### config.mk
export PLATFORM = sky130hd
export DESIGN_NAME = pshd_queue
export DESIGN_NICKNAME = d
export VERILOG_FILES = /design/src/rtl/core/pshd_pkg.sv /design/src/rtl/core/pshd_queue.sv
export SDC_FILE = /design/constraint.sdc
export NUM_CORES = 1
export LEC_CHECK = 0
export BUFFER_PORTS_ARGS = -buffer_cell sky130_fd_sc_hd__buf_2
export CAP_MARGIN = 20
export CORE_MARGIN = 2
export CORE_UTILIZATION = 45
export CTS_BUF_LIST = sky130_fd_sc_hd__clkbuf_8
export DETAILED_ROUTE_END_ITERATION = 10
export HOLD_SLACK_MARGIN = 0.06
export MAX_ROUTING_LAYER = met4
export PLACE_DENSITY = 0.68
export SYNTH_ARGS = -nofsm -noshare
export SYNTH_HDL_FRONTEND = slang
export SYNTH_SLANG_ARGS = --single-unit
### constraint.sdc
create_clock -name clk -period 2 [get_ports clk]
set_clock_uncertainty 0.1 [all_clocks]
set_input_delay 0.1 -clock clk [delete_from_list [all_inputs] [get_ports clk]]
set_output_delay 0.1 -clock clk [all_outputs]
set_load 0.01 [all_outputs]
### src/rtl/core/pshd_pkg.sv
`default_nettype none

package pshd_pkg;

  // Palette size and the address width that follows from it.
  localparam int PALETTE_ENTRIES = 4096;
  localparam int PAL_AW          = $clog2(PALETTE_ENTRIES);
  localparam logic [15:0] IDX_MASK = 16'(PALETTE_ENTRIES - 1);

  // Channel widths.
  localparam int RGB_W   = 24;
  localparam int CODE_W  = 16;
  localparam int ATTR_W  = 16;
  localparam int PIDX_W  = 12;
  localparam int GAIN_W  = 16;
  localparam int PROD_W  = 18;
  localparam int CFG_IDX_W  = 3;
  localparam int CFG_DATA_W = 16;
  localparam int IN_DATA_W  = 72;

  // Q2.14 gain constants.
  localparam logic [GAIN_W-1:0] GAIN_ONE   = 16'h4000;
  localparam int                GAIN_SHIFT = 14;

  // Queue between the lookup front and the scaling back.
  localparam int QDEPTH  = 4;
  localparam int QPTR_W  = $clog2(QDEPTH);
  localparam int QCNT_W  = $clog2(QDEPTH + 1);

  typedef enum logic {
    CMD_PIXEL = 1'b0,
    CMD_WRITE = 1'b1
  } pshd_cmd_t;

  typedef enum logic [CFG_IDX_W-1:0] {
    CFG_SH_ATTR_SEL     = 3'd0,
    CFG_HI_ATTR_SEL     = 3'd1,
    CFG_SHADOW_GAIN     = 3'd2,
    CFG_HIGHLIGHT_GAIN  = 3'd3,
    CFG_FORCE_SHADOW    = 3'd4,
    CFG_FORCE_HIGHLIGHT = 3'd5,
    CFG_SKIP_TWO_BITS   = 3'd6
  } pshd_cfg_idx_t;

  // Which gain the back end applies; bit 1 is shadow, bit 0 is highlight.
  typedef enum logic [1:0] {
    GS_NONE      = 2'b00,
    GS_HIGHLIGHT = 2'b01,
    GS_SHADOW    = 2'b10,
    GS_BOTH      = 2'b11
  } pshd_gain_sel_t;

  typedef struct packed {
    logic [ATTR_W-1:0] sh_attr_sel;
    logic [ATTR_W-1:0] hi_attr_sel;
    logic [GAIN_W-1:0] shadow_gain;
    logic [GAIN_W-1:0] highlight_gain;
    logic [PROD_W-1:0] both_gain;
    logic              force_shadow;
    logic              force_highlight;
    logic              skip_two_bits;
  } pshd_cfg_t;

  typedef struct packed {
    logic [RGB_W-1:0] pen;
    pshd_gain_sel_t   sel;
  } pshd_item_t;

endpackage

`default_nettype wire

### src/rtl/core/pshd_queue.sv
`default_nettype none

module pshd_queue (
  input  logic                          clk,
  input  logic                          rst_n,
  input  logic                          push,
  input  pshd_pkg::pshd_item_t          push_item,
  input  logic                          pop,
  output logic                          head_valid,
  output pshd_pkg::pshd_item_t          head_item,
  output logic [pshd_pkg::QCNT_W-1:0]   count
);

  pshd_pkg::pshd_item_t              slots [pshd_pkg::QDEPTH];
  logic [pshd_pkg::QPTR_W-1:0]       wr_ptr_r, wr_ptr_nxt;
  logic [pshd_pkg::QPTR_W-1:0]       rd_ptr_r, rd_ptr_nxt;
  logic [pshd_pkg::QCNT_W-1:0]       count_r, count_nxt;
  logic                              do_pop;

  assign do_pop = pop && (count_r != '0);

  // Pointer and fill count update; the front never pushes into a full queue.
  always_comb begin
    wr_ptr_nxt = wr_ptr_r;
    rd_ptr_nxt = rd_ptr_r;
    count_nxt  = count_r;
    if (push) begin
      wr_ptr_nxt = (wr_ptr_r == pshd_pkg::QPTR_W'(pshd_pkg::QDEPTH - 1))
                 ? '0 : wr_ptr_r + 1'b1;
    end
    if (do_pop) begin
      rd_ptr_nxt = (rd_ptr_r == pshd_pkg::QPTR_W'(pshd_pkg::QDEPTH - 1))
                 ? '0 : rd_ptr_r + 1'b1;
    end
    case ({push, do_pop})
      2'b10:   count_nxt = count_r + 1'b1;
      2'b01:   count_nxt = count_r - 1'b1;
      default: count_nxt = count_r;
    endcase
  end

  always_ff @(posedge clk) begin
    if (!rst_n) begin
      wr_ptr_r <= '0;
      rd_ptr_r <= '0;
      count_r  <= '0;
    end else begin
      wr_ptr_r <= wr_ptr_nxt;
      rd_ptr_r <= rd_ptr_nxt;
      count_r  <= count_nxt;
    end
  end

  always_ff @(posedge clk) begin
    if (push) begin
      slots[wr_ptr_r] <= push_item;
    end
  end

  assign head_valid = count_r != '0;
  assign head_item  = slots[rd_ptr_r];
  assign count      = count_r;

endmodule

`default_nettype wire

# [Word-level counts from Yosys, hierarchy flattened]
# Memories as Yosys holds them, arrays and structs flattened. A register that Yosys moved wholly into a read port is not among the register bits.
# Cells that the tools add are included.
[word_totals] in_bits=30 mem_count=1 reg_bits=7 mem_bits_rw=104 wordCells=22 output_inout_bits=30
[memory_table] memory="slots" words=4 width=26 rd=1 rd_ports_with_merged_regs=1 write_ports=1 line_no="pshd_queue.sv:14" rtl="pshd_pkg::pshd_item_t slots [pshd_pkg::QDEPTH];"
[classes] mux=7 n_addsub=4 n_eq_ne=4 reduce_logical=3
[op_table] cell="2-bit two-way mux" n=4
[op_table] cell="2-bit == test (second input constant)" n=3
[op_table] cell="3-bit case mux with 2 select lines" n=1
[op_table] cell="2-bit by 1-bit adder with 2-bit output (second input constant)" n=2
[op_table] cell="3-bit by 1-bit adder with 3-bit output (second input constant)" n=1
[op_table] cell="3-bit nonzero test" n=1
[op_table] cell="3-bit by 1-bit subtractor with 3-bit output (second input constant)" n=1
[op_table] cell="2-bit by 1-bit == test with 1-bit output (second input constant)" n=1
[op_table] cell="1-bit two-way mux" n=2
[op_table] cell="2-bit nonzero test" n=1
[op_table] cell="1-bit logical AND" n=1

# [Longest topological paths before layout]
[depth] ltp_word=4 depth_mapped=8 ltp_nobuf=8

# [Least setup slack after synthesis]
# OpenSTA, ideal clock, no wires.
[synth_path] path_kind="register to register" startpoint="register count_r, in the netlist count[0]" endpoint="register count_r, in the netlist count[2]" slack_ns=0.042 arrival_ns=1.783 required_time_ns=1.824 setup_ns=0.076 path_stages_with_launch=9 path_buffers=0 period_less_slack_ns=1.958 cell_sequence="dfxtp_1 o31ai_1 inv_1 ha_1 inv_1 fa_1 xor2_1 or3_1 a21boi_0"
[synth_via] elab_chain_cells=4 elab_cells_between_ends=8 classes_between="2 x add/sub; 2 x eq/ne; 1 x mux; 3 x reduce/logical"
[synth_rtl] item="start, declared" line_no="pshd_queue.sv:17" rtl="logic [pshd_pkg::QCNT_W-1:0] count_r, count_nxt;"
[synth_rtl] item="start signal, assigned" line_no="pshd_queue.sv:50" rtl="count_r <= count_nxt;"
[synth_rtl] item="branches (longest 4 deep; another with 3-bit by 1-bit subtractor with 3-bit output)"
# Parallel ways; which one is timed is not known.
# A chain may end at the register's enable or synchronous reset.

==> flow_summary.yaml <==
run_status:
  status: "complete, no violations"
yosys:
  ys_ff_latch: 113
  yosysWarnings: 0
  synth_edf_count: 104
  synth_area_per_cell_um2: 22.9
  syn_inst: 186
  syn-num-nets: 223
  syn_area_um2: 4260
  ys_types: 25
  ys.flop_type: "edfxtp_1"
  ys_seq_area_share_pct: 77.5
  ys_async_sr_fraction_pct: 0
pwr:
  seqPwrFrac_pct: 47.7
  cellPowerDensity_nw_per_um2: 1090
  p_comb_share_pct: 21.0
  power_mw: 5.89
  power.share.switching_pct: 24.5
  ir_worst_vdd_v: 0.000684
  power.switching_mw: 1.44
  leakage_nw: 1.92
  p_clk_share_pct: 31.3
  p_int_mw: 4.44
placement:
  place_congestion: 0.656
  place_area_um2: 4760
  dp_slack_ns: 0.0386
  io_buffers: 59
  dp_hpwl_mm: 4.14
timing:
  period_minus_slack_ns: 1.89
  setup_ws_ns: 0.111
  finalHoldViolations: 0
  finalSetupViolCount: 0
  grt_setup_unrepaired: "no"
  slew_headroom_pct: 84.3
  drv_slew: 0
  tightest_slew_ns: 0.235
  fin_crit_sh_pct: 94.4
  finalSetupTns_ns: 0
  fmaxAchievable_mhz: 529
detailed_routing:
  firstDrtPassIters: 6
  ant_nets: 0
  drtIter0Drc: 80
  wirelength_mm: 7.17
  wire_per_inst_um: 17.2
  drc: 0
  viasPerCell: 5.16
  vias: 2153
global_routing:
  grt_first_pass_wirelength_mm: 11.1
  first_global_vias: 2245
  antenna_found_initial: 0
  grt_max_degree: 27
  grt-ovfl-total: 0
  grt_use_total_pct: 15.9
finish:
  finalInstanceArea_um2: 5410
  final_util_pct: 58.8
  syn2layout_area_growth_pct: 27.0
  layout_commonest_cell: "edfxtp_1"
  layout_common_cells: "edfxtp_1 (104), buf_2 (59), dlygate4sd3_1 (29)"
  fin_nets: 333
  num_antenna_cells: 0
  drive_gt1_share_pct: 38.9
run:
  max_cap_viol_count: 0
die:
  die-area_um2: 10300
  die_w_um: 101
  coreArea_um2: 9200
  die_y_um: 101
  start_util_pct: 46.3
  ios: 60
  rows: 35
min_path:
  worstHoldPathCells: 2
  hp-class: "in2reg"
clocking:
  cts_tree: "yes"
  clk_pin_slew_ns: 0.06
  clockRootBuffer: "clkbuf_8"
  cts_num_sinks: 113
  cts_max_level: 4
  clk_latency_ns: 0.40
  cts_inserted_buffers: 17
  clk_path_buf_depth: 2
setup_path:
  worstPathRequired_ns: 1.80
  cp.arrival_ns: 1.69
  cp-end-kind: "output port"
  crit_type: "reg2out"
  startpoint_type: "flip-flop"
  critPathMaxFanout: 11
  worstRegToRegCells: 8
## sequential cells by signal, indices dropped and copies added, names as in the netlist, named ones only
register / count
count: 3
rd_ptr_r: 2
slots: 104
wr_ptr_r: 2
## cells by family (layout without fill, tap and decap cells)
group / after synthesis / count (layout) / synth area share [%]
xor gates and xnor gates: 2 / 2 / 0.411
AOI/OAI and AO/OA: 7 / 7 / 0.940
DFF: 113 / 113 / 77.5
adders and majority gates: 7 / 7 / 2.23
muxes: 27 / 27 / 14.5
buffers and inverters: 13 / 133 / 2.17
and+or+nand+nor: 17 / 17 / 2.23
## path summary, 6_finish.rpt
kind / startpoint / to / slack (ns)
worst max-delay path: flip-flop / head_item[15] / 0.11
worst min-delay path: push_item[19] / slots[0][19]$_DFFE_PP_ / 0.34
worst max register to register: count[1]$_SDFFE_PN0P_ / count[2]$_SDFFE_PN0P_ / 0.13
worst min register to register: count[2]$_SDFFE_PN0P_ / count[2]$_SDFFE_PN0P_ / 0.41
## critical path: stages (launching register included)
cell	delay, ns
dfxtp_2	0.37
buf_8	0.18
mux4_1	0.58
buf_2	0.16
## per-layer routing
layer	global-route usage [%]	routed length, um
met1	17.9	3030
met2	25.3	3730
met3	6.21	339
met4	7.17	72
met5	-	0
## cells in the mapped netlist (3+ instances only)
cell      instances  area [um^2]
ha_1              6         75.1
dfxtp_1           9          180
edfxtp_1        104         3120
and2_1            6         37.5
nand2_1           3         11.3
inv_1             7         26.3
o21ai_0           4         20.0
mux4_1            6          158
mux4_2           20          450
## cell type report
type / instances / area [um^2]
well taps: 111 / 139
flip-flops and latches: 113 / 3310
clock inverters: 12 / 103
clock buffers: 17 / 234
repair buffers: 97 / 723
fillers: 698 / 3790
multi-input cells: 60 / 872
inverters: 7 / 26.3
## repair_timing
| item | CTS | global route |
|---|---|---|
| endpoints found under the setup margin | 2 | 6 |
| hold endpoints to repair | 113 | 0 |
| hold buffers | 29 | 0 |
| pin swaps | 0 | 2 |
| resized for setup | 1 | 11 |
| buffers inserted | 0 | 0 |
## stage by stage
stage                     instances  hold slack (ns)
after floorplan                 186           0.0989
after global placement          359            0.213
after detailed placement        359            0.223
after CTS                       417            0.313
after global routing            417            0.324
final                           417            0.337
## power by group through the flow
stage / Sequential, mW / Clock, mW / Combinational, mW
2_1_floorplan: 2.83 / 0 / 0.810
3_3_place_gp: 2.83 / 0 / 1.17
3_5_place_dp: 2.83 / 0 / 1.18
4_1_cts: 2.79 / 1.90 / 1.24
5_1_grt: 2.82 / 2.00 / 1.37
6_report: 2.81 / 1.84 / 1.24
Power figures use the tool's default switching activity.
