File: src/rtl/core/pshd_pkg.sv
`default_nettype none

package pshd_pkg;

  // Palette size and the address width that follows from it.
  localparam int PALETTE_ENTRIES = 4096;
  localparam int PAL_AW          = $clog2(PALETTE_ENTRIES);
  localparam logic [15:0] IDX_MASK = 16'(PALETTE_ENTRIES - 1);

  // Channel widths.
  localparam int RGB_W   = 24;
  localparam int CODE_W  = 16;
  localparam int ATTR_W  = 16;
  localparam int PIDX_W  = 12;
  localparam int GAIN_W  = 16;
  localparam int PROD_W  = 18;
  localparam int CFG_IDX_W  = 3;
  localparam int CFG_DATA_W = 16;
  localparam int IN_DATA_W  = 72;

  // Q2.14 gain constants.
  localparam logic [GAIN_W-1:0] GAIN_ONE   = 16'h4000;
  localparam int                GAIN_SHIFT = 14;

  // Queue between the lookup front and the scaling back.
  localparam int QDEPTH  = 4;
  localparam int QPTR_W  = $clog2(QDEPTH);
  localparam int QCNT_W  = $clog2(QDEPTH + 1);

  typedef enum logic {
    CMD_PIXEL = 1'b0,
    CMD_WRITE = 1'b1
  } pshd_cmd_t;

  typedef enum logic [CFG_IDX_W-1:0] {
    CFG_SH_ATTR_SEL     = 3'd0,
    CFG_HI_ATTR_SEL     = 3'd1,
    CFG_SHADOW_GAIN     = 3'd2,
    CFG_HIGHLIGHT_GAIN  = 3'd3,
    CFG_FORCE_SHADOW    = 3'd4,
    CFG_FORCE_HIGHLIGHT = 3'd5,
    CFG_SKIP_TWO_BITS   = 3'd6
  } pshd_cfg_idx_t;

  // Which gain the back end applies; bit 1 is shadow, bit 0 is highlight.
  typedef enum logic [1:0] {
    GS_NONE      = 2'b00,
    GS_HIGHLIGHT = 2'b01,
    GS_SHADOW    = 2'b10,
    GS_BOTH      = 2'b11
  } pshd_gain_sel_t;

  typedef struct packed {
    logic [ATTR_W-1:0] sh_attr_sel;
    logic [ATTR_W-1:0] hi_attr_sel;
    logic [GAIN_W-1:0] shadow_gain;
    logic [GAIN_W-1:0] highlight_gain;
    logic [PROD_W-1:0] both_gain;
    logic              force_shadow;
    logic              force_highlight;
    logic              skip_two_bits;
  } pshd_cfg_t;

  typedef struct packed {
    logic [RGB_W-1:0] pen;
    pshd_gain_sel_t   sel;
  } pshd_item_t;

endpackage

`default_nettype wire

File: src/rtl/core/pshd_front.sv
`default_nettype none

module pshd_front (
  input  logic                              clk,
  input  logic                              rst_n,
  input  logic                              in_valid,
  output logic                              in_ready,
  input  pshd_pkg::pshd_cmd_t               cmd,
  input  logic [pshd_pkg::CODE_W-1:0]       color_code,
  input  logic [pshd_pkg::ATTR_W-1:0]       attribute,
  input  logic [pshd_pkg::PIDX_W-1:0]       pen_index,
  input  logic [pshd_pkg::RGB_W-1:0]        pen_rgb,
  input  pshd_pkg::pshd_cfg_t               cfg,
  input  logic [pshd_pkg::QCNT_W-1:0]       q_count,
  output logic                              ram_we,
  output logic                              ram_re,
  output logic [pshd_pkg::PAL_AW-1:0]       ram_addr,
  output logic [pshd_pkg::RGB_W-1:0]        ram_wdata,
  input  logic [pshd_pkg::RGB_W-1:0]        ram_rdata,
  output logic                              push_valid,
  output pshd_pkg::pshd_item_t              push_item
);

  logic                     accept;
  logic                     pix_accept;
  logic [pshd_pkg::CODE_W-1:0] code_packed;
  logic [pshd_pkg::CODE_W-1:0] idx;
  logic                     idx_oob;
  logic                     wr_in_range;
  logic                     sh_req;
  logic                     hi_req;
  logic [pshd_pkg::QCNT_W:0] occupancy;

  logic                     s1_v_r, s1_v_nxt;
  pshd_pkg::pshd_gain_sel_t s1_sel_r;
  logic                     s1_oob_r;

  // Room check: entries already queued plus the lookup in flight.
  assign occupancy = {1'b0, q_count} + (pshd_pkg::QCNT_W + 1)'(s1_v_r);
  assign in_ready  = occupancy < (pshd_pkg::QCNT_W + 1)'(pshd_pkg::QDEPTH);
  assign accept     = in_valid && in_ready;
  assign pix_accept = accept && (cmd == pshd_pkg::CMD_PIXEL);

  // Colour code repacking and masking to the palette size.
  assign code_packed = cfg.skip_two_bits
                     ? {2'b00, color_code[15:10], color_code[7:0]}
                     : color_code;
  assign idx     = code_packed & pshd_pkg::IDX_MASK;
  assign idx_oob = !(32'(idx) < 32'(pshd_pkg::PALETTE_ENTRIES));
  assign wr_in_range = 32'(pen_index) < 32'(pshd_pkg::PALETTE_ENTRIES);

  // Shadow and highlight classification.
  assign sh_req = cfg.force_shadow || ((attribute & cfg.sh_attr_sel) != '0);
  assign hi_req = cfg.force_highlight || ((attribute & cfg.hi_attr_sel) != '0);

  // One palette access per transaction: a write or a lookup.
  assign ram_we    = accept && (cmd == pshd_pkg::CMD_WRITE) && wr_in_range;
  assign ram_re    = pix_accept;
  assign ram_addr  = (cmd == pshd_pkg::CMD_WRITE) ? pshd_pkg::PAL_AW'(pen_index)
                                                  : pshd_pkg::PAL_AW'(idx);
  assign ram_wdata = pen_rgb;

  assign s1_v_nxt = pix_accept;

  always_ff @(posedge clk) begin
    if (!rst_n) begin
      s1_v_r <= 1'b0;
    end else begin
      s1_v_r <= s1_v_nxt;
    end
  end

  always_ff @(posedge clk) begin
    if (pix_accept) begin
      s1_sel_r <= pshd_pkg::pshd_gain_sel_t'({sh_req, hi_req});
      s1_oob_r <= idx_oob;
    end
  end

  // Lookup result goes to the queue the cycle after the read.
  assign push_valid    = s1_v_r;
  assign push_item.pen = s1_oob_r ? '0 : ram_rdata;
  assign push_item.sel = s1_sel_r;

endmodule

`default_nettype wire

File: config.mk
export PLATFORM = sky130hd
export DESIGN_NAME = pshd_front
export DESIGN_NICKNAME = d
export VERILOG_FILES = /design/src/rtl/core/pshd_pkg.sv /design/src/rtl/core/pshd_front.sv
export SDC_FILE = /design/constraint.sdc
export NUM_CORES = 1
export LEC_CHECK = 0
export BUFFER_PORTS_ARGS = -buffer_cell sky130_fd_sc_hd__buf_4
export CORE_AREA = 2 2 96 98
export CTS_CLUSTER_DIAMETER = 150
export DETAILED_ROUTE_END_ITERATION = 6
export DIE_AREA = 0 0 98 100
export MAX_ROUTING_LAYER = met4
export PLACE_DENSITY = 0.46
export SLEW_MARGIN = 15
export SYNTH_ARGS = -nofsm -noshare
export SYNTH_HDL_FRONTEND = slang
export SYNTH_SLANG_ARGS = --single-unit
File: constraint.sdc
create_clock -name clk -period 1.24 [get_ports clk]
set_clock_uncertainty 0.05 [all_clocks]
set_input_delay 0.062 -clock clk [delete_from_list [all_inputs] [get_ports clk]]
set_output_delay 0.062 -clock clk [all_outputs]
set_load 0.02 [all_outputs]
# [After elaboration in Yosys (flattened, before gate mapping)]
# Cells that the tools add are included.
# W data, S select, Z words.
[op_classes] add_sub_neg=1 magnitude_cmp=2 mux=3 bitwise=3 reduce_logical=8
[ops] cell="$and A16 B16 Y16" count=2
[ops] cell="$reduce_bool A16 Y1" count=2
[ops] cell="$mux W12" count=2
[ops] cell="$mux W24" count=1
[ops] cell="$lt A12 B13 Y1 const B" count=1
[ops] cell="$add A3 B1 Y4" count=1
[ops] cell="$lt A4 B3 Y1 const B" count=1
[ops] cell="$logic_and A1 B1 Y1" count=3
[ops] cell="$logic_or A1 B1 Y1" count=2
[ops] cell="$logic_not A1 Y1" count=1
[ops] cell="$not A1 Y1" count=1
[totals] ff_bits=4 input_bits=184 out_inout_bits=66

# [Longest topological paths before layout]
[logic_depth] depth_word=4 ltp_mapped=4 ltp_nobuf=3

# [Worst setup path after synthesis]
# No wires, ideal clock.
[synth_path] kind="reg2reg" startpoint="register s1_v_r (netlist: push_valid)" endpoint="register s1_sel_r[0] (enable)" t_arrival_ns=1.170 t_required_ns=0.821 slack_ns=-0.349 path_stages_with_launch=4 cell_sequence="dfxtp_1 > a31oi_4 > nand2_1 > nor2_1"
[synth_between] elab_chain_cells=4
[synth_lines] element="start: declaration" line_no="pshd_front.sv:34" source="logic s1_v_r, s1_v_nxt;"
[synth_lines] element="start signal: assignment" line_no="pshd_front.sv:69" source="s1_v_r <= s1_v_nxt;"
[synth_lines] element="$add A3 B1 Y4" line_no="pshd_front.sv:39" source="assign occupancy = {1'b0, q_count} + (pshd_pkg::QCNT_W + 1)'(s1_v_r);"
[synth_lines] element="$lt A4 B3 Y1" line_no="pshd_front.sv:40" source="assign in_ready = occupancy < (pshd_pkg::QCNT_W + 1)'(pshd_pkg::QDEPTH);"
[synth_lines] element="via in_ready" line_no="pshd_front.sv:7" source="output logic in_ready,"
[synth_lines] element="$logic_and A1 B1 Y1" line_no="pshd_front.sv:41" source="assign accept = in_valid && in_ready;"
[synth_lines] element="$logic_and A1 B1 Y1" line_no="pshd_front.sv:42" source="assign pix_accept = accept && (cmd == pshd_pkg::CMD_PIXEL);"
[synth_lines] element="via ram_re" line_no="pshd_front.sv:16" source="output logic ram_re,"
[synth_lines] element="end signal: assignment" line_no="pshd_front.sv:75" source="s1_sel_r <= pshd_pkg::pshd_gain_sel_t'({sh_req, hi_req});"
[synth_lines] element="end: declaration" line_no="pshd_front.sv:35" source="pshd_pkg::pshd_gain_sel_t s1_sel_r;"
# The timed path passes the listed nets, and every way through them passes these cells.
# A chain may end at the register's enable or synchronous reset.

# [Worst setup path in the final report]
[layout_path] startpoint="register s1_v_r (netlist: push_valid)" endpoint="output ram_re"
[layout_between] elab_chain_cells=4
[layout_lines] element="$add A3 B1 Y4" line_no="pshd_front.sv:39"
[layout_lines] element="$lt A4 B3 Y1" line_no="pshd_front.sv:40"
[layout_lines] element="$logic_and A1 B1 Y1" line_no="pshd_front.sv:41"
[layout_lines] element="$logic_and A1 B1 Y1" line_no="pshd_front.sv:42"
[layout_lines] element="end: declaration" line_no="pshd_front.sv:16"
# Every way passes these cells.

==> flow_summary.toml <==
[layout]
fin_util_pct = 16.1
syn2layout_area_growth_pct = 70.1
layout.nets = 340
finalNonFillerCells = 266
num-fill-cells = 1016
antennaDiodeCount = 0
layout-drive-gt1-share_pct = 78.1

[die]
start_util_pct = 9.47
dieArea_um2 = 9800
die_w_um = 98
io_pins = 250
num_rows = 35
core_um2 = 8890
chipHeight_um = 100

[synthesis]
yosys.area.top_type = "buf_4"
synth_area_per_cell_um2 = 8.51
synth_cell_types = 21
synth_seq_cells = 3
ys_seq_area_share_pct = 9.51
ys.warnings.count = 0
synthCells = 99
synth_area_um2 = 842
synth.area.top_cells = "buf_4, mux2_2, a22oi_1"
yosysTopAreaCellShare_pct = 42.8
syn-num-nets = 283

[pwr]
cellLeakagePower_nw = 0.687
finalPower_w = 0.000852
power_density_nw_per_um2 = 595
max-vdd-ir-drop_mv = 0.155

[placed_design]
hpwl_um = 3620
port-buffer-count = 101
dp.cells = 262
place.gp.congestion = 0.664

[timing]
max_freq_mhz = 838
finalCriticalPeriod_ns = 1.19
slew_violations = 0
hold_viol_final = 0
period_share_pct = 96.2
tightest_slew_ns = 0.442
rsz0062_at_grt = "false"
setup_viol = 0
slew_headroom_pct = 70.5
holdWs_ns = 0.0317

[hold_path]
min_from = "rst_n"
hold_depth = 2
holdCritPathClass = "in -> reg"

[grt]
grt_pass1_vias = 916
grt_max_degree = 20
grt_pass1_wl_um = 5450
use_met2_pct = 12.7
gr-total-overflow = 0
antenna_found_initial = 0
use_met1_pct = 7.88
grtUsageTotal_pct = 7.57
grt_use_met3_pct = 2.23
busiest_layer = "met2"

[worst_setup_path]
arrival_ns = 1.08
crit_type = "reg -> out"
path_depth = 4
critPathSlowestCell = "dfxtp_2"
path_buf_inv = 1
rr_endpoint = "s1_sel_r[0]"
worstPathRequired_ns = 1.13
critPathCapture = "ram_re"
cpPeakStageDelay_ns = 0.33
cp_top_family = "flip-flops"
worstPathMaxFanout = 3
critPathLaunchType = "register"
path_cells = "a31oi_4 > nand2_2 > nor2_4 > buf_6"
rr_startpoint = "push_valid"
end_kind = "primary output"
worstRegToRegCells = 3
crit_path_start = "push_valid"
reg2reg_slack_ns = 0.16

[detailed_routing]
detail_route.iter0.violations = 18
wl_per_cell_um = 14.8
drc = 0
viasPerCell = 3.48
antenna_left = 0
dr.pass1.iters = 4
vias = 926
drt-total-wl_um = 3940

[status]
status = "completed"

[cts]
root_buffer = "clkbuf_8"
clock_latency_ns = 0.22
cts_made_buffers = 3
clock_path_buffers = 2
post-cts-setup-buffers = 0
htreeDepth = 1
tritoncts = "done"
clk_pin_slew_ns = 0.03
cts.sink_count = 3

[run]
drv_cap = 0
-- logic make-up (layout without fill, tap and decap cells) --
family / Yosys count / count (layout) / synth area share (%)
AO/OA/AOI/OAI: 21 / 21 / 21.2
buffers and inverters: 51 / 107 / 45.3
flip-flops: 3 / 3 / 9.51
multiplexers: 12 / 12 / 15.5
AND/OR/NAND/NOR: 12 / 12 / 8.47
-- flip-flops by register name, summed over array words and instances (netlist names) --
register    count
s1_sel_r        2
push_valid      1
-- worst register-to-register path, delay by kind of cell (launching register included) --
family	cells	cell delay, ns
flip-flops	1	0.33
AND/OR/NAND/NOR	2	0.24
AO/OA/AOI/OAI	1	0.16
-- final cells by class --
type	instances	area [um^2]	share of cell area, %
multi-input cells	45	390	27.2
well taps	111	139	9.69
clock buffers	4	45.0	3.14
flip-flops and latches	3	81.3	5.68
repair buffers	103	777	54.2
-- how the worst min path moves through the flow --
stage,endpoint
after floorplan,in_ready
after global placement,push_item[17]
after detailed placement,push_item[17]
after CTS,push_valid
after global routing,push_valid
final,push_valid
-- synth_stat cells --
master and instances:
and3_1 1, nand4_1 2, edfxtp_1 2, a22o_1 2
o21ai_0 4, dfxtp_1 1, mux2i_1 4, nand2_1 5
a31oi_4 1, buf_4 48, nor2_1 1, buf_6 1
clkbuf_2 1, a221oi_2 2, and4_1 2, a22oi_1 8
nor3b_2 1, a222oi_1 2, mux2_2 8, buf_2 1
a21oi_1 2
-- layer usage --
layer,wire length [um],up-vias
li1,-,425
met1,1290,402
met2,1920,69
met3,518,30
met4,208,0
met5,0,-
-- what timing repair did --
| item | in CTS | in global routing |
|---|---|---|
| resized for setup | 0 | 1 |
| hold buffers | 0 | 0 |
| setup endpoints to repair | 1 | 1 |
| gates cloned | 0 | 0 |
| pin swaps | 1 | 0 |
-- report_power, final --
| part | internal [W] | leakage [nW] | switching, W | total [W] |
|---|---|---|---|---|
| registers | 0.000110 | 0.0300 | 0.00000160 | 0.000112 |
| logic | 0.000277 | 0.634 | 0.000175 | 0.000452 |
| clock network | 0.000220 | 0.0228 | 0.0000685 | 0.000288 |
| total | 0.000607 | 0.687 | 0.000246 | 0.000852 |
-- per-stage QoR --
| stage | TNS, ns | setup slack [ns] | cell area (um^2) |
|---|---|---|---|
| 2_1_floorplan | -0.0725 | -0.0363 | 853 |
| 3_3_place_gp | 0 | 0.0424 | 1380 |
| 3_5_place_dp | 0 | 0.0170 | 1380 |
| 4_1_cts | 0 | 0.0216 | 1430 |
| 5_1_grt | 0 | 0.00853 | 1430 |
| 6_report | 0 | 0.0472 | 1430 |
-- layout by cell type, fill, tap and decap left out --
cell        n
a21oi_1     2
a221oi_2    2
a222oi_1    2
a22o_1      2
a22oi_1     8
a31oi_4     1
and3_1      1
and4_1      2
buf_4     102
buf_6       1
clkbuf_1    1
clkbuf_8    3
dfxtp_2     1
edfxtp_1    2
mux2_2      8
mux2i_1     4
nand2_1     4
nand2_2     1
nand4_1     2
nor2_4      1
nor3b_2     1
o21ai_0     4
(Power assumes the default switching activity.)
