==> src/rtl/core/pshd_pkg.sv <==
`default_nettype none

package pshd_pkg;

  // Palette size and the address width that follows from it.
  localparam int PALETTE_ENTRIES = 4096;
  localparam int PAL_AW          = $clog2(PALETTE_ENTRIES);
  localparam logic [15:0] IDX_MASK = 16'(PALETTE_ENTRIES - 1);

  // Channel widths.
  localparam int RGB_W   = 24;
  localparam int CODE_W  = 16;
  localparam int ATTR_W  = 16;
  localparam int PIDX_W  = 12;
  localparam int GAIN_W  = 16;
  localparam int PROD_W  = 18;
  localparam int CFG_IDX_W  = 3;
  localparam int CFG_DATA_W = 16;
  localparam int IN_DATA_W  = 72;

  // Q2.14 gain constants.
  localparam logic [GAIN_W-1:0] GAIN_ONE   = 16'h4000;
  localparam int                GAIN_SHIFT = 14;

  // Queue between the lookup front and the scaling back.
  localparam int QDEPTH  = 4;
  localparam int QPTR_W  = $clog2(QDEPTH);
  localparam int QCNT_W  = $clog2(QDEPTH + 1);

  typedef enum logic {
    CMD_PIXEL = 1'b0,
    CMD_WRITE = 1'b1
  } pshd_cmd_t;

  typedef enum logic [CFG_IDX_W-1:0] {
    CFG_SH_ATTR_SEL     = 3'd0,
    CFG_HI_ATTR_SEL     = 3'd1,
    CFG_SHADOW_GAIN     = 3'd2,
    CFG_HIGHLIGHT_GAIN  = 3'd3,
    CFG_FORCE_SHADOW    = 3'd4,
    CFG_FORCE_HIGHLIGHT = 3'd5,
    CFG_SKIP_TWO_BITS   = 3'd6
  } pshd_cfg_idx_t;

  // Which gain the back end applies; bit 1 is shadow, bit 0 is highlight.
  typedef enum logic [1:0] {
    GS_NONE      = 2'b00,
    GS_HIGHLIGHT = 2'b01,
    GS_SHADOW    = 2'b10,
    GS_BOTH      = 2'b11
  } pshd_gain_sel_t;

  typedef struct packed {
    logic [ATTR_W-1:0] sh_attr_sel;
    logic [ATTR_W-1:0] hi_attr_sel;
    logic [GAIN_W-1:0] shadow_gain;
    logic [GAIN_W-1:0] highlight_gain;
    logic [PROD_W-1:0] both_gain;
    logic              force_shadow;
    logic              force_highlight;
    logic              skip_two_bits;
  } pshd_cfg_t;

  typedef struct packed {
    logic [RGB_W-1:0] pen;
    pshd_gain_sel_t   sel;
  } pshd_item_t;

endpackage

`default_nettype wire

==> src/rtl/core/pshd_back.sv <==
`default_nettype none

module pshd_back (
  input  logic                          clk,
  input  logic                          rst_n,
  input  logic                          head_valid,
  input  pshd_pkg::pshd_item_t          head_item,
  output logic                          pop,
  input  pshd_pkg::pshd_cfg_t           cfg,
  output logic                          out_valid,
  input  logic                          out_ready,
  output logic [pshd_pkg::RGB_W-1:0]    out_data
);

  logic [pshd_pkg::PROD_W-1:0] gain;
  logic [pshd_pkg::RGB_W-1:0]  scaled;
  logic                        out_valid_r, out_valid_nxt;
  logic [pshd_pkg::RGB_W-1:0]  out_data_r;

  // Scale one 8-bit channel by a Q4.14 gain, round half up, clamp to 255.
  function automatic logic [7:0] scale_chan(input logic [7:0] c,
                                            input logic [pshd_pkg::PROD_W-1:0] g);
    logic [25:0] prod;
    logic [11:0] v;
    prod = 26'(c) * 26'(g) + 26'd8192;
    v    = prod[pshd_pkg::GAIN_SHIFT +: 12];
    return (v[11:8] != '0) ? 8'hff : v[7:0];
  endfunction

  // Gain selection; unity gain leaves every channel unchanged.
  always_comb begin
    case (head_item.sel)
      pshd_pkg::GS_SHADOW:    gain = pshd_pkg::PROD_W'(cfg.shadow_gain);
      pshd_pkg::GS_HIGHLIGHT: gain = pshd_pkg::PROD_W'(cfg.highlight_gain);
      pshd_pkg::GS_BOTH:      gain = cfg.both_gain;
      default:                gain = pshd_pkg::PROD_W'(pshd_pkg::GAIN_ONE);
    endcase
  end

  assign scaled = {scale_chan(head_item.pen[23:16], gain),
                   scale_chan(head_item.pen[15:8], gain),
                   scale_chan(head_item.pen[7:0], gain)};

  // Output register takes a new pixel whenever it is empty or being drained.
  assign pop = head_valid && (!out_valid_r || out_ready);

  always_comb begin
    out_valid_nxt = out_valid_r;
    if (pop) begin
      out_valid_nxt = 1'b1;
    end else if (out_ready) begin
      out_valid_nxt = 1'b0;
    end
  end

  always_ff @(posedge clk) begin
    if (!rst_n) begin
      out_valid_r <= 1'b0;
    end else begin
      out_valid_r <= out_valid_nxt;
    end
  end

  always_ff @(posedge clk) begin
    if (pop) begin
      out_data_r <= scaled;
    end
  end

  assign out_valid = out_valid_r;
  assign out_data  = out_data_r;

endmodule

`default_nettype wire

==> config.mk <==
export PLATFORM = sky130hd
export DESIGN_NAME = pshd_back
export DESIGN_NICKNAME = d
export VERILOG_FILES = /design/src/rtl/core/pshd_pkg.sv /design/src/rtl/core/pshd_back.sv
export SDC_FILE = /design/constraint.sdc
export NUM_CORES = 1
export LEC_CHECK = 0
export BUFFER_PORTS_ARGS = -buffer_cell sky130_fd_sc_hd__buf_2
export CAP_MARGIN = 0
export CORE_MARGIN = 4
export CORE_UTILIZATION = 36
export CTS_CLUSTER_SIZE = 24
export DETAILED_ROUTE_END_ITERATION = 8
export GPL_TIMING_DRIVEN = 0
export PLACE_DENSITY = 0.58
export SLEW_MARGIN = 20
export SYNTH_ARGS = -nofsm -noshare
export SYNTH_HDL_FRONTEND = slang
export SYNTH_SLANG_ARGS = --single-unit
==> constraint.sdc <==
create_clock -name clk -period 13.8 [get_ports clk]
set_input_delay 1.38 -clock clk [delete_from_list [all_inputs] [get_ports clk]]
set_output_delay 1.38 -clock clk [all_outputs]
set_load 0.01 [all_outputs]
Word level (Yosys, flattened, before mapping):

Cells that the tools add are included.

* $add $sub $neg: 3
* reduce and logical (&&, ||, !) cells: 7
* equal/unequal tests: 3
* mux-type cells: 3
* multipliers: 3

Operator list (count)
* $add A26 B14 Y26 const B: 3
* $mul A8 B18 Y26: 3
* $pmux W18 S3: 1
* $reduce_bool A4 Y1: 3
* $eq A2 B2 Y1 const B: 2
* $eq A2 B1 Y1 const B: 1
* $mux W1: 2
* $reduce_bool A2 Y1: 1
* $logic_and A1 B1 Y1: 1
* $logic_not A1 Y1: 1
* $logic_or A1 B1 Y1: 1

* register bits: 25
* output and inout bits: 26
* logic and storage cells: 23
* input port bits: 115

Depth between registers and ports, before layout:

Gate-level depths: netlist (run 1).

* depth in word-level cells: 5
* depth in mapped cells: 25
* depth with buffers taken out: 19

Least setup slack after synthesis (run 1):

Ideal clock, no wire load.

* kind: in2reg
* start: input head_item[1] (netlist name)
* end: register out_data_r, in the netlist out_data[0] (data pin)
* setup time: 287 ps
* arrival: 6776 ps
* path slack: 6737 ps
* cell stages on the path: 20
* cells stage by stage: buf_2 -> buf_1 -> mux2_2 -> a22o_1 -> clkbuf_1 -> and2_1 -> fa_1 -> fa_1 -> fa_1 -> inv_1 -> fa_1 -> inv_1 -> ha_1 -> o21ai_0 -> o21a_1 -> o32ai_1 -> a211oi_1 -> or4_4 -> a2111oi_4 -> o311ai_1

* longest elaborated chain between the ends: 5
* elaborated cells between the ends (all ways): 7
* classes of those cells: 1 x add/sub; 1 x mul; 3 x eq/ne; 1 x mux; 1 x reduce/logical

Ends and longest elaborated chain
* start, declared: RTL line pshd_back.sv:7 `input pshd_pkg::pshd_item_t head_item,`
* $eq A2 B2 Y1 or $eq A2 B1 Y1 (tied branches): RTL line pshd_back.sv:32 `case (head_item.sel)`
* $pmux W18 S3 *: RTL line pshd_back.sv:32
* $mul A8 B18 Y26 *: RTL line pshd_back.sv:25 `prod = 26'(c) * 26'(g) + 26'd8192;`
* $add A26 B14 Y26 *: RTL line pshd_back.sv:25
* $reduce_bool A4 Y1: RTL line pshd_back.sv:27 `return (v[11:8] != '0) ? 8'hff : v[7:0];`
* end signal, assigned: RTL line pshd_back.sv:66 `out_data_r <= scaled;`
* end, declared: RTL line pshd_back.sv:18 `logic [pshd_pkg::RGB_W-1:0] out_data_r;`

Mark *: on every way between the ends. The rest lies on a longest branch, timed or not.
A chain may end at the register's enable or synchronous reset.

Final worst setup path (run 1):

Same ends and word-level chain as after synthesis.

==> run metrics, run 1 <==
Syn Nets 2272; routability cong. 0.9029; clock transition at the registers of the reported paths 0.09 ns; CTS root buf clkbuf_16; Seq cells post-synth 25; Crit path arrival time 8.63 ns; CTS H-tree lvls 1; register area share after synthesis 4.872%; CTS Hold Buffers Added 0; Yosys cell types 68; fmax 116.1 MHz; Overflow after GRT 0; CTS Buf Count 3; share of layout cells above drive strength 1 8.122%; I/O Pins 141; pre-CTS WS 4.794 ns; clock share of power 3.7%; dominant cell type by area after synthesis fa_1; core area 0.04185 mm^2; clk_lat worst skew 0.29 ns; CP max FO 10; WS Path Type input pin to register; worst r2r src out_valid; first-pass GRT wire length 69700 um; most common cell in the netlist inv_1; CP max-delay cell clkbuf_1; Critical path origin head_item[1]; crit end category register; Peak VDD IR 73.52 uV; DP Wirelength 36260 um; Final WS setup 5.185 ns; Static Leak 8.180 nW; Area growth syn-to-layout 8.682%; worst stage delay on the critical path 0.60 ns; top_reg_cell synth edfxtp_1; TNS Setup 0 ns; RSZ-0062 raised after global routing no; Final setup viols 0; hold_sp out_valid; Tightest Pin Transition 1.128 ns; drt first-iter violations 529; Placed Cells incl. Taps 2345; combinational power share 88.9%; Tcrit/Tclk final 62.43%; Tot Pwr 2.109 mW; initial antenna violation count 1; IO buf count 103; Die X 213.5 um; TritonCTS clock tree done; asr flop ratio synth 0%; Int Pwr 0.9643 mW; Post-DRT Antenna Nets 0; largest net degree at the start of global routing 17; Seq pwr share 7.4%; Slew HR 24.01%; CP Cell Sequence buf_2 > nor2b_1 > clkbuf_1 > clkbuf_1 > a22o_1 > clkbuf_1 > and2_1 > fa_1 > fa_1 > fa_1 > inv_1 > fa_1 > inv_1 > ha_1 > and4_1 > nand3_1 > a21oi_2 > a211oi_1 > or4_4 > a2111oi_4 > o311ai_1; postcts setup bufs 0; Via density 5.071; switching part of the total 54.28%; synthesized area 0.01520 mm^2; YS warnings 0; nets 2382; Post-synth top cells 350 x inv_1, 301 x and2_1, 285 x fa_1, 171 x ha_1, 77 x nand2_1; Min Hold Slack 0.6699 ns; number of global-route vias before repair 12940; CTS sink count 25; Final Non-Filler Cells 2351; Post-synth EDFFs 24; std cell rows 75; pwr dens 127.6 mW/mm^2; cell types occupying the most area after synthesis fa_1 38%, ha_1 14%, and2_1 12%; area share of the largest cell type after synthesis 37.53%; Starting Density 36.33%; drt drc 0; Worst setup SP type input pin; max-cap violations 0; Total Routing Usage GR 19.74%; Via Count 11920; Hold Path Class register to register; final instance area 0.01652 mm^2; syn avg cell area 8.938 um^2; Finished Core Util 39.48%; cell mode on critical path fa_1; Initial DRT Pass Iterations 5; WP data required 13.81 ns; Clock Skews 0.007309 ns; Clock Path Buffers 2; status completed; crit path time final 8.615 ns; die area 0.04558 mm^2; synthesized netlist cell count 1701; die height 213.5 um; post_cts resized 0; drt wl/cell 18.45 um; final hold viol count 0; Area after DPL 0.01644 mm^2; max-slew violation count 0; Psw 1.145 mW; DRT Wirelength 43380 um
## layout by cell type, fill, tap and decap left out, drive strengths merged, types with 6 or more instances in the layout
cell	instances
nand3	25
clkbuf	70
a211oi	18
ha	171
o211ai	11
a21o	18
mux2	15
and3	15
nand4	14
or3	7
fa	285
and2	301
inv	350
buf	112
o21ai	25
nand2	77
nor3	15
nor2	28
xnor2	11
edfxtp	24
xor2	11
a22o	12
a22oi	10
nor2b	71
nand2b	10
a211o	6
a21oi	44
## cell families (layout without fill, tap and decap cells)
group           Yosys count  in the layout  share of synthesized area, %
simple gates            580            580                         22.05
fa+ha+maj               456            456                         51.60
buf+inv                 424            533                         10.63
compound gates          178            178                         8.403
flops                    25             25                         4.872
xor+xnor                 22             22                         1.267
mux                      16             16                         1.177
other cells               0              2                             0
## per-layer routing
layer	vias up	GRT usage, %	wire length [um]
met4	0	4.502	963
met3	42	2.209	2407
li1	5537	-	-
met5	-	0	0
met1	6005	26.57	18930
met2	338	34.45	21070
## state kept, by name, summed over array words and instances (netlist names)
| register | cells |
|---|---|
| out_data | 24 |
| out_valid | 1 |
## power by group through the flow
stage	Sequential (mW)	Combinational (mW)	Clock, mW
after floorplan	0.177	1.39	0
after global placement	0.159	1.85	0
after detailed placement	0.159	1.88	0
after CTS	0.157	1.89	0.0819
after global routing	0.159	2.16	0.0831
final	0.155	1.88	0.0782
## cell type report
| cell class | instances | area [um^2] |
|---|---|---|
| Timing Repair Buffer | 105 | 550.5 |
| Clock inverter | 1 | 7.507 |
| Fill cell | 4300 | 25330 |
| Antenna cell | 2 | 5.005 |
| Sequential cell | 25 | 740.7 |
| Inverter | 350 | 1314 |
| Multi-Input combinational cell | 1252 | 12850 |
| Buffer | 74 | 302.8 |
| Clock buffer | 3 | 75.07 |
| Tap cell | 539 | 674.4 |
## critical path, delay by kind of cell
kind	cells	cell delay, ns
adder cells (fa/ha/maj)	5	2.24
buffers and inverters	6	2.01
AO/OA/AOI/OAI	5	1.71
AND/OR/NAND/NOR	5	1.30
## path summary, 6_finish.rpt
path,end,slack (ns),cells after the start
worst min register to register,out_valid,0.67,2
worst min-delay path,out_valid,0.67,2
worst max-delay path,out_data[0],5.18,21
worst max register to register,out_data[23],12.48,3
Note: power is estimated with default switching activity, not from simulation.
==> run 2: changes to the inputs <==
ABC_AREA = 1   (was default)
clock period = 8.5 ns   (was 13.8 ns; I/O delays follow)
==> run 2 against run 1 <==
Cell count grew 36%; clock-buffer cell count is the same; clock skew shrank 0.0041 ns; hold slack lost 0.13 ns; utilization is essentially flat; final area grew 9.2%; synthesized cell count grew 47%; routed wire length grew 12%; via count grew 22%; largest cell class unchanged; highest routed layer is now met5.
==> run metrics, run 2 <==
drt drc 0; TNS Setup 0 ns; clock transition at the registers of the reported paths 0.09 ns; Starting Density 36.65%; Worst setup SP type input pin; drt wl/cell 15.27 um; Overflow after GRT 0; Post-synth top cells 845 x inv_1, 742 x nand2_1, 285 x fa_1, 171 x ha_1, 118 x nor2_1; Tightest Pin Transition 0.8615 ns; WS Path Type input pin to register; area share of the largest cell type after synthesis 34.09%; Total Routing Usage GR 19.74%; Fill cells 4877; drt first-iter violations 947; routability cong. 0.9134; Die X 223.6 um; pwr dens 211.6 mW/mm^2; pre-CTS WS 1.758 ns; largest net degree at the start of global routing 18; CTS sink count 25; Crit path arrival time 6.43 ns; status completed; CP max-delay cell fa_1; CTS H-tree lvls 1; core area 0.04567 mm^2; Final setup viols 0; Sequential cell area 740.7 um^2; final hold viol count 0; most frequent cells in the layout 845 x inv_1, 742 x nand2_1, 285 x fa_1; WP data required 8.54 ns; crit end category register; nets 3155; area of the multi-input gates 0.01243 mm^2; register area share after synthesis 4.425%; CTS root buf clkbuf_16; die height 223.6 um; asr flop ratio synth 0%; synthesized area 0.01674 mm^2; Yosys cell types 37; Hold Path Class register to register; Via Count 14540; Via density 4.562; Syn Nets 3064; RSZ-0062 raised after global routing no; share of layout cells above drive strength 1 6.504%; Seq cells post-synth 25; Final WS setup 2.107 ns; die area 0.05001 mm^2; syn avg cell area 6.714 um^2; max-slew violation count 0; hold depth 2; number of global-route vias before repair 15110; cell types occupying the most area after synthesis fa_1 34%, inv_1 19%, nand2_1 17%; Area growth syn-to-layout 7.751%; post_cts resized 0; worst stage delay on the critical path 0.52 ns; TritonCTS clock tree done; CTS Buf Count 3; Post-DRT Antenna Nets 0; DRT Wirelength 48670 um; Static Leak 12.10 nW; std cell rows 78; clk_lat worst skew 0.30 ns; IO buf count 85; Clock Path Buffers 2; Tcrit/Tclk final 75.21%; fmax 156.4 MHz; max-cap violations 0; max reg flops 24; top_reg_cell synth edfxtp_1; YS warnings 0; I/O Pins 141; initial antenna violation count 4; cell mode on critical path inv_1; Clock Skews 0.003212 ns; DP Wirelength 42170 um; CP max FO 10; most common cell after layout, fill and taps aside inv_1; CTS Hold Buffers Added 0; Slew HR 42.57%; Initial DRT Pass Iterations 5; Peak VDD IR 141.6 uV; Post-synth EDFFs 24; postcts setup bufs 0; most common cell in the netlist inv_1; first-pass GRT wire length 79040 um; dominant cell type by area after synthesis fa_1; synthesized netlist cell count 2493; crit path time final 6.393 ns; worst reg-to-reg path cell count 2
run 2: report_power, final:
| part | switching (mW) | internal, mW | leakage (nW) |
|---|---|---|---|
| Sequential | 0.0147 | 0.242 | 0.223 |
| Clock | 0.0676 | 0.0650 | 0.0371 |
| Combinational | 2.16 | 1.26 | 11.8 |
| Total | 2.25 | 1.57 | 12.1 |
run 2: cell families (layout without fill, tap and decap cells):
kind of cell | count (synthesis) | after routing | synth area share (%)
AND/OR/NAND/NOR | 990 | 990 | 23.96
XOR/XNOR | 18 | 18 | 0.9418
other | 0 | 3 | 0
flip-flops | 25 | 25 | 4.425
adder cells (fa/ha/maj) | 456 | 456 | 46.87
buffers and inverters | 932 | 1022 | 21.39
AO/OA/AOI/OAI | 72 | 72 | 2.414
run 2: stage by stage:
| stage | total power, mW | area, um^2 | util [%] | std cells | hold slack, ns |
|---|---|---|---|---|---|
| after floorplan | 2.840 | 16740 | - | 2493 | 0.5032 |
| after global placement | 3.652 | 17910 | 39.22 | 3178 | 0.4664 |
| after detailed placement | 3.676 | 17950 | 39.29 | 3179 | 0.5266 |
| after CTS | 3.850 | 18030 | 39.47 | 3183 | 0.5376 |
| after global routing | 4.382 | 18040 | 39.49 | 3186 | 0.5552 |
| final | 3.816 | 18040 | 39.49 | 3186 | 0.5390 |
run 2: worst paths after layout:
check	startpoint	end	slack, ns
setup / recovery	head_item[1]	out_data[14]	2.11
setup reg to reg	out_valid	out_data[10]	7.24
hold / removal	out_valid	out_valid	0.54
hold reg to reg	out_valid	out_valid	0.54
run 2: critical path: cells and delay by family:
family,cells,cell delay (ns)
fa+ha+maj,5,2.29
buf+inv,8,1.12
simple gates,12,2.16
run 2: metal layers:
| layer | global-route usage (%) | routed length, um | vias up |
|---|---|---|---|
| met5 | 0 | 13 | - |
| met4 | 4.733 | 1204 | 2 |
| met3 | 2.647 | 2619 | 58 |
| met2 | 34.55 | 23430 | 379 |
| met1 | 26.04 | 21390 | 6956 |
| li1 | - | - | 7141 |
run 2: area by class of cell:
class | instances | share of cell area [%]
clock buffers | 3 | 0.4162
clock inverters | 1 | 0.04162
plain buffers | 83 | 2.185
well taps | 600 | 4.162
diodes | 3 | 0.04162
repair buffers | 86 | 2.470
multi-input cells | 1536 | 68.91
inverters | 849 | 17.67
flip-flops and latches | 25 | 4.107
